### src/rtl/fdec_pkg.sv
// Shared types and constants for the decimating FIR filter.
`default_nettype none

package fdec_pkg;

  localparam int SAMPLE_W = 16;
  localparam int PROD_W   = 2 * SAMPLE_W;
  localparam int INDEX_W  = 5;
  localparam int FACTOR_W = 5;
  localparam int PHASE_W  = 4;

  localparam logic [FACTOR_W-1:0] FACTOR_RESET = 5'd2;
  localparam logic [FACTOR_W-1:0] FACTOR_MAX   = 5'd16;

  // Item kind codes.
  localparam logic KIND_SAMPLE = 1'b0;
  localparam logic KIND_COEF   = 1'b1;

  // Sequencer states.
  typedef enum logic [3:0] {
    ST_IDLE = 4'b0001,
    ST_MAC  = 4'b0010,
    ST_LAST = 4'b0100,
    ST_WB   = 4'b1000
  } fdec_state_t;

  // Shared control for every cell in the row.
  typedef struct packed {
    logic rotate;  // whole ring moves one place (history and coefficient)
    logic shift;   // history moves one place, new sample enters cell 0
  } fdec_cell_ctrl_t;

endpackage

`default_nettype wire

### src/rtl/fir_decimator_unit.sv
// Top level of the decimating FIR filter: tap cell ring, shared MAC, sequencer.
// Timing: a sample transfer takes the sequencer through MAC, LAST and WB; a kept
//   sample's result enters the output register in WB once that register is free.
// Input: no new item is taken until the sequencer is back in IDLE, set by the single
//   MAC walking the ring of tap cells once per sample; one coefficient write per cycle while idle.
// Reset (rst, synchronous, active high): history, coefficients, phase clear; factor 2.
`default_nettype none

module fir_decimator_unit #(
  parameter int TAPS = 32
) (
  input  wire                                       clk,
  input  wire                                       rst,
  // configuration
  input  wire                                       cfg_wr_en,
  input  wire logic [fdec_pkg::FACTOR_W-1:0]        cfg_wr_data,
  // item channel
  input  wire                                       item_valid,
  output logic                                      item_stall,
  input  wire                                       kind,
  input  wire logic signed [fdec_pkg::SAMPLE_W-1:0] sample,
  input  wire logic [fdec_pkg::INDEX_W-1:0]         coef_index,
  input  wire logic signed [fdec_pkg::SAMPLE_W-1:0] coef_value,
  // result channel
  output logic                                      result_valid,
  input  wire                                       result_stall,
  output logic signed [fdec_pkg::SAMPLE_W-1:0]      filtered
);

  localparam int CNT_W = $clog2(TAPS);

  fdec_pkg::fdec_state_t     state;
  fdec_pkg::fdec_state_t     state_next;
  fdec_pkg::fdec_cell_ctrl_t cell_ctrl;

  logic [CNT_W-1:0]                    cnt;
  logic [fdec_pkg::FACTOR_W-1:0]       decimation_factor;
  logic [fdec_pkg::FACTOR_W-1:0]       eff_factor;
  logic [fdec_pkg::PHASE_W-1:0]        phase;
  logic [fdec_pkg::PHASE_W-1:0]        phase_next;
  logic [fdec_pkg::FACTOR_W-1:0]       phase_inc;
  logic                                emit;

  logic item_xfer;
  logic sample_xfer;
  logic coef_xfer;
  logic out_free;

  logic signed [fdec_pkg::SAMPLE_W-1:0] hist_q [TAPS];
  logic signed [fdec_pkg::SAMPLE_W-1:0] coef_q [TAPS];
  logic signed [fdec_pkg::SAMPLE_W-1:0] mac_result;

  // Input side is open only between samples.
  assign item_stall  = (state != fdec_pkg::ST_IDLE);
  assign item_xfer   = item_valid & ~item_stall;
  assign sample_xfer = item_xfer & (kind == fdec_pkg::KIND_SAMPLE);
  assign coef_xfer   = item_xfer & (kind == fdec_pkg::KIND_COEF);
  assign out_free    = ~result_valid | ~result_stall;

  assign cell_ctrl.rotate = (state == fdec_pkg::ST_MAC);
  assign cell_ctrl.shift  = sample_xfer;

  // Ring of tap cells. Cell i takes from cell i-1; cell 0 takes the new
  // sample on a shift, or the last cell while the ring rotates past the MAC.
  for (genvar i = 0; i < TAPS; i++) begin : g_cell
    logic signed [fdec_pkg::SAMPLE_W-1:0] prev_hist;
    logic signed [fdec_pkg::SAMPLE_W-1:0] prev_coef;
    logic                                 cell_we;

    if (i == 0) begin : g_head
      assign prev_hist = cell_ctrl.rotate ? hist_q[TAPS-1] : sample;
      assign prev_coef = coef_q[TAPS-1];
    end else begin : g_body
      assign prev_hist = hist_q[i-1];
      assign prev_coef = coef_q[i-1];
    end

    // Indexes at or above TAPS never match, so such writes are dropped.
    assign cell_we = coef_xfer & (32'(coef_index) == i);

    fdec_cell u_cell (
      .clk        (clk),
      .rst        (rst),
      .ctrl       (cell_ctrl),
      .coef_we    (cell_we),
      .coef_wdata (coef_value),
      .prev_hist  (prev_hist),
      .prev_coef  (prev_coef),
      .hist       (hist_q[i]),
      .coef       (coef_q[i])
    );
  end

  // MAC always looks at cell 0; after TAPS rotations every pair has passed
  // and the ring is back in its original order.
  fdec_mac #(
    .TAPS (TAPS)
  ) u_mac (
    .clk    (clk),
    .rst    (rst),
    .clear  (sample_xfer),
    .mul_en (cell_ctrl.rotate),
    .coef   (coef_q[0]),
    .hist   (hist_q[0]),
    .result (mac_result)
  );

  // Effective factor: 0 acts as 1, above 16 clips to 16.
  always_comb begin
    if (decimation_factor == '0) begin
      eff_factor = fdec_pkg::FACTOR_W'(1);
    end else if (decimation_factor > fdec_pkg::FACTOR_MAX) begin
      eff_factor = fdec_pkg::FACTOR_MAX;
    end else begin
      eff_factor = decimation_factor;
    end
    phase_inc = fdec_pkg::FACTOR_W'(phase) + fdec_pkg::FACTOR_W'(1);
    if (phase_inc >= eff_factor) begin
      phase_next = '0;
    end else begin
      phase_next = phase_inc[fdec_pkg::PHASE_W-1:0];
    end
  end

  // Sequencer
  always_comb begin
    state_next = state;
    unique case (state)
      fdec_pkg::ST_IDLE: begin
        if (sample_xfer) state_next = fdec_pkg::ST_MAC;
      end
      fdec_pkg::ST_MAC: begin
        if (cnt == CNT_W'(TAPS - 1)) state_next = fdec_pkg::ST_LAST;
      end
      fdec_pkg::ST_LAST: begin
        state_next = fdec_pkg::ST_WB;
      end
      fdec_pkg::ST_WB: begin
        // decimated-away samples skip the output register
        if (!emit || out_free) state_next = fdec_pkg::ST_IDLE;
      end
      default: state_next = fdec_pkg::ST_IDLE;
    endcase
  end

  always_ff @(posedge clk) begin
    if (rst) begin
      state             <= fdec_pkg::ST_IDLE;
      cnt               <= '0;
      phase             <= '0;
      emit              <= 1'b0;
      decimation_factor <= fdec_pkg::FACTOR_RESET;
    end else begin
      state <= state_next;
      if (cfg_wr_en) begin
        decimation_factor <= cfg_wr_data;
      end
      if (sample_xfer) begin
        cnt   <= '0;
        emit  <= (phase == '0);
        phase <= phase_next;
      end else if (state == fdec_pkg::ST_MAC) begin
        cnt <= cnt + CNT_W'(1);
      end
    end
  end

  // Output register: frees the input side while a result waits.
  always_ff @(posedge clk) begin
    if (rst) begin
      result_valid <= 1'b0;
    end else if (state == fdec_pkg::ST_WB && emit && out_free) begin
      result_valid <= 1'b1;
    end else if (!result_stall) begin
      result_valid <= 1'b0;
    end
  end

  always_ff @(posedge clk) begin
    if (state == fdec_pkg::ST_WB && emit && out_free) begin
      filtered <= mac_result;
    end
  end

endmodule

`default_nettype wire

### src/rtl/fdec_cell.sv
// One tap cell: holds a history sample and its coefficient.
`default_nettype none

module fdec_cell (
  input  wire                                       clk,
  input  wire                                       rst,
  input  wire fdec_pkg::fdec_cell_ctrl_t            ctrl,
  input  wire                                       coef_we,
  input  wire logic signed [fdec_pkg::SAMPLE_W-1:0] coef_wdata,
  input  wire logic signed [fdec_pkg::SAMPLE_W-1:0] prev_hist,
  input  wire logic signed [fdec_pkg::SAMPLE_W-1:0] prev_coef,
  output logic signed [fdec_pkg::SAMPLE_W-1:0]      hist,
  output logic signed [fdec_pkg::SAMPLE_W-1:0]      coef
);

  always_ff @(posedge clk) begin
    if (rst) begin
      hist <= '0;
      coef <= '0;
    end else if (ctrl.rotate) begin
      hist <= prev_hist;
      coef <= prev_coef;
    end else begin
      if (ctrl.shift) begin
        hist <= prev_hist;
      end
      if (coef_we) begin
        coef <= coef_wdata;
      end
    end
  end

endmodule

`default_nettype wire

### src/rtl/fdec_mac.sv
// Shared multiply-accumulate unit with Q1.15 round and saturate.
`default_nettype none

module fdec_mac #(
  parameter int TAPS = 32
) (
  input  wire                                       clk,
  input  wire                                       rst,
  input  wire                                       clear,
  input  wire                                       mul_en,
  input  wire logic signed [fdec_pkg::SAMPLE_W-1:0] coef,
  input  wire logic signed [fdec_pkg::SAMPLE_W-1:0] hist,
  output logic signed [fdec_pkg::SAMPLE_W-1:0]      result
);

  localparam int ACC_W = fdec_pkg::PROD_W + $clog2(TAPS);
  localparam logic signed [ACC_W-1:0] RND_HALF = ACC_W'(16384);
  localparam logic signed [ACC_W-1:0] SAT_HI   = ACC_W'(32767);
  localparam logic signed [ACC_W-1:0] SAT_LO   = -ACC_W'(32768);

  logic signed [fdec_pkg::PROD_W-1:0] prod;
  logic                               prod_vld;
  logic signed [ACC_W-1:0]            acc;
  logic signed [ACC_W-1:0]            rnd;
  logic signed [ACC_W-1:0]            quo;

  always_ff @(posedge clk) begin
    prod <= coef * hist;
  end

  always_ff @(posedge clk) begin
    if (rst) begin
      prod_vld <= 1'b0;
      acc      <= '0;
    end else if (clear) begin
      prod_vld <= 1'b0;
      acc      <= '0;
    end else begin
      prod_vld <= mul_en;
      if (prod_vld) begin
        acc <= acc + ACC_W'(prod);
      end
    end
  end

  // Round half up, then floor shift back to Q1.15.
  always_comb begin
    rnd = acc + RND_HALF;
    quo = rnd >>> 15;
    if (quo > SAT_HI) begin
      result = SAT_HI[fdec_pkg::SAMPLE_W-1:0];
    end else if (quo < SAT_LO) begin
      result = SAT_LO[fdec_pkg::SAMPLE_W-1:0];
    end else begin
      result = quo[fdec_pkg::SAMPLE_W-1:0];
    end
  end

endmodule

`default_nettype wire
### config.mk
export PLATFORM = sky130hd
export DESIGN_NAME = fir_decimator_unit
export DESIGN_NICKNAME = d
export VERILOG_FILES = /design/src/rtl/fdec_pkg.sv /design/src/rtl/fir_decimator_unit.sv /design/src/rtl/fdec_cell.sv /design/src/rtl/fdec_mac.sv
export SDC_FILE = /design/constraint.sdc
export NUM_CORES = 2
export LEC_CHECK = 0
export BUFFER_PORTS_ARGS = -buffer_cell sky130_fd_sc_hd__buf_2
export CAP_MARGIN = 10
export CORE_UTILIZATION = 57
export DETAILED_ROUTE_END_ITERATION = 16
export PLACE_DENSITY = 0.76
export SYNTH_ARGS = -nofsm -noshare
export SYNTH_HDL_FRONTEND = slang
export SYNTH_SLANG_ARGS = --single-unit
### constraint.sdc
create_clock -name clk -period 5.73 [get_ports clk]
set_input_delay 0.8595 -clock clk [delete_from_list [all_inputs] [get_ports clk]]
set_output_delay 0.8595 -clock clk [all_outputs]
set_load 0.02 [all_outputs]
==> out/qor.yml <==
global_route:
  track_usage_pct: 25.27
  grt_max_degree: 269
  antenna_found_initial: 9
  first_global_vias: 40360
  grt-ovfl-total: 0
  grt_pass1_wl_um: 200800
clock_network:
  cts-root-buf: "clkbuf_16"
  cts_max_level: 3
  cts.sinks: 1130
  cts-buffers-inserted: 112
  postCtsHoldBufs: 0
  cts_tree: "built"
  clk_pin_slew_ns: 0.07
  insertion_delay_ns: 0.71
  clockBufferDepth: 3
logic_synthesis:
  syn_avg_cell_area_um2: 8.400
  seq_area_frac_synth_pct: 42.80
  mappedNetlistNets: 6776
  synth.distinct_cells: 79
  ys.warnings.count: 0
  synth_edf_count: 16
  syn_area_um2: 53230
  synth_seq_cells: 1130
  ys_dominant_reg_cell: "dfxtp_1"
  async_flop_share_pct: 0
  synthCells: 6337
worst_setup_path:
  cp_data_required_time_ns: 6.32
  worstPathArrival_ns: 6.37
  critical_path_class: "reg2reg"
  cp_max_fo: 4
  startpoint_type: "register"
  end_kind: "register"
cells_and_area:
  fin_util_pct: 64.49
  area_growth_pct: 11.56
  layout-drive-gt1-share_pct: 9.512
  fin_nets: 6655
route:
  wl_per_cell_um: 16.02
  drt_iter0_drc: 3398
  drc_errors: 0
  vias_per_cell: 5.643
  drt-total-wl_um: 121000
  vias: 42620
  final_antenna_net_count: 0
  first_pass_iters: 8
status:
  violations: "negative setup slack"
  status: "complete, but fails checks"
placement:
  place.gp.congestion: 0.9009
  hpwl_um: 78070
  io_buffer_count: 65
  dpl_worst_slack_ns: -0.2069
sta:
  max-slew-margin-rel_pct: 16.31
  rsz0062_at_grt: "yes"
  finClkSkew_ns: 0.01933
  setup_viol: 2
  period_share_pct: 100.9
  final-max-slew-violation-count: 0
  fin_ws_ns: -0.05333
  max_freq_ghz: 0.1729
  tns_ns: -0.07807
  worst_pin_slew_ns: 1.255
  hold_viol_final: 0
  finalCriticalPeriod_ns: 5.783
power:
  cellPowerDensity_nw_per_um2: 323.8
  p_leak_nw: 21.70
  max-vdd-ir-drop_mv: 0.3005
die:
  row_count: 111
  coreArea_um2: 92080
  die_area_um2: 94610
  die_w_um: 307.6
  initial_core_util_pct: 57.81
  ios: 66
  die_h_um: 307.6
flow_run:
  max_cap_viol_count: 0
hold_path:
  hp-class: "in2reg"
final cells by class:
class | count | area, um2
fillers | 7638 | 32700
multi-input cells | 4406 | 27720
flip-flops and latches | 1130 | 22850
clock buffers | 149 | 3194
repair buffers | 249 | 1977
well taps | 1243 | 1555
inverters | 317 | 1190
clock inverters | 57 | 893.4
diodes | 2 | 5.005
registers in the layout, summed over array words and instances, names as in the netlist:
signal,cells
state,4
result_valid,1
cnt,5
g_cell.u_cell.hist,512
emit,1
g_cell.u_cell.coef,512
u_mac.prod,32
filtered,16
u_mac.acc,37
u_mac.prod_vld,1
phase,4
decimation_factor,5
stage by stage:
stage,instances,cell area (um2),power [mW],hold WS [ns]
2_1_floorplan,6337,53550,10.44,0.4321
3_3_place_gp,7331,54860,11.24,0.4354
3_5_place_dp,7331,54860,11.28,0.4416
4_1_cts,7539,59080,19.27,0.3445
5_1_grt,7553,59380,20.01,0.3735
6_report,7553,59380,19.23,0.3839
synthesized netlist by cell type, drive strengths merged (3+ instances only):
library cell | n | area [um2]
nand2b | 20 | 125.1
xor2 | 33 | 289.0
and4 | 3 | 26.28
nor3 | 18 | 106.4
nor2b | 8 | 50.05
a22oi | 480 | 3603
a311oi | 16 | 140.1
fa | 263 | 5265
buf | 64 | 306.5
a21o | 26 | 196.4
nand2 | 1679 | 6302
nor2 | 206 | 853.3
o211ai | 5 | 47.54
nor3b | 5 | 37.54
nand4 | 13 | 81.33
or3 | 3 | 18.77
and3 | 5 | 31.28
a21oi | 1038 | 5202
clkbuf | 420 | 1577
o21a | 11 | 90.08
o21ai | 61 | 309.1
dfxtp | 1114 | 22300
ha | 128 | 1602
o21bai | 12 | 93.84
inv | 317 | 1190
nand3b | 13 | 97.59
a211oi | 42 | 325.3
a31oi | 8 | 62.56
edfxtp | 16 | 480.5
o31ai | 4 | 35.03
and2 | 127 | 794.5
xnor2 | 50 | 437.9
nand3 | 29 | 155.2
mux2i | 59 | 590.6
o41ai | 4 | 50.05
or2 | 3 | 18.77
metal layers:
metal	GRT usage (%)	share of wire, %
met1	35.51	46
met2	40.71	47
met3	3.757	5.3
met4	6.526	1.8
met5	0	0.057
logic make-up (layout without fill, tap and decap cells):
kind of cell             after synthesis  after routing  share of synthesized area (%)
AND/OR/NAND/NOR                     2143           2143                          16.52
AO/OA/AOI/OAI                       1728           1728                          19.50
flip-flops                          1130           1130                          42.80
buffers and inverters                801            772                          5.773
adder cells (fa/ha/maj)              391            391                          12.90
XOR/XNOR                              83             83                          1.366
multiplexers                          61             61                          1.152
other                                  0              2                              0
worst paths after layout:
check / startpoint / end / slack [ns] / cells past startpoint
setup reg to reg: g_cell[0].u_cell.coef[5] / u_mac.prod[25] / -0.05 / 21
hold reg to reg: g_cell[23].u_cell.hist[11] / g_cell[24].u_cell.hist[11] / 0.44 / 2
setup / recovery: g_cell[0].u_cell.coef[5] / u_mac.prod[25] / -0.05 / 21
hold / removal: cfg_wr_data[1] / decimation_factor[1] / 0.38 / 2
where the power goes:
group	switching [mW]	total [mW]	leakage (nW)	internal, mW
combinational	2.16	3.00	10.6	0.835
clock	3.16	8.02	2.00	4.87
sequential	0.160	8.21	9.14	8.05
worst max-delay path, cell delays in order, from the launching register on:
cell and delay, ns:
dfxtp_4 0.36, buf_6 0.12, and2_4 0.15, fa_1 0.49
inv_2 0.04, fa_1 0.53, inv_1 0.05, fa_1 0.47
fa_1 0.52, fa_1 0.54, inv_2 0.04, fa_1 0.54
inv_2 0.04, ha_4 0.22, a21oi_2 0.15, o21ai_2 0.06
o21bai_4 0.19, o311a_1 0.39, or3_4 0.35, a31oi_4 0.19
o21ai_2 0.09, xor2_1 0.14
placed cells by master (no fill, tap or decap), drive strengths merged, types with 18 or more instances in the layout:
cell type	netlist	layout
nand2	1679	1679
dfxtp	1114	1114
a21oi	1038	1038
a22oi	480	480
inv	317	323
fa	263	263
buf	64	249
nor2	206	206
clkbuf	420	149
ha	128	128
and2	127	127
o21ai	61	61
mux2i	59	59
xnor2	50	50
a211oi	42	42
xor2	33	33
nand3	29	29
a21o	26	26
clkinv	0	24
bufinv	0	21
nand2b	20	20
nor3	18	18
what timing repair did:
item	in CTS	in global routing
endpoints found under the setup margin	9	10
pin swaps	19	65
cloned	0	0
buffers inserted	2	12
gates resized for setup	39	72
No activity file was read; power rests on OpenSTA's default activity.
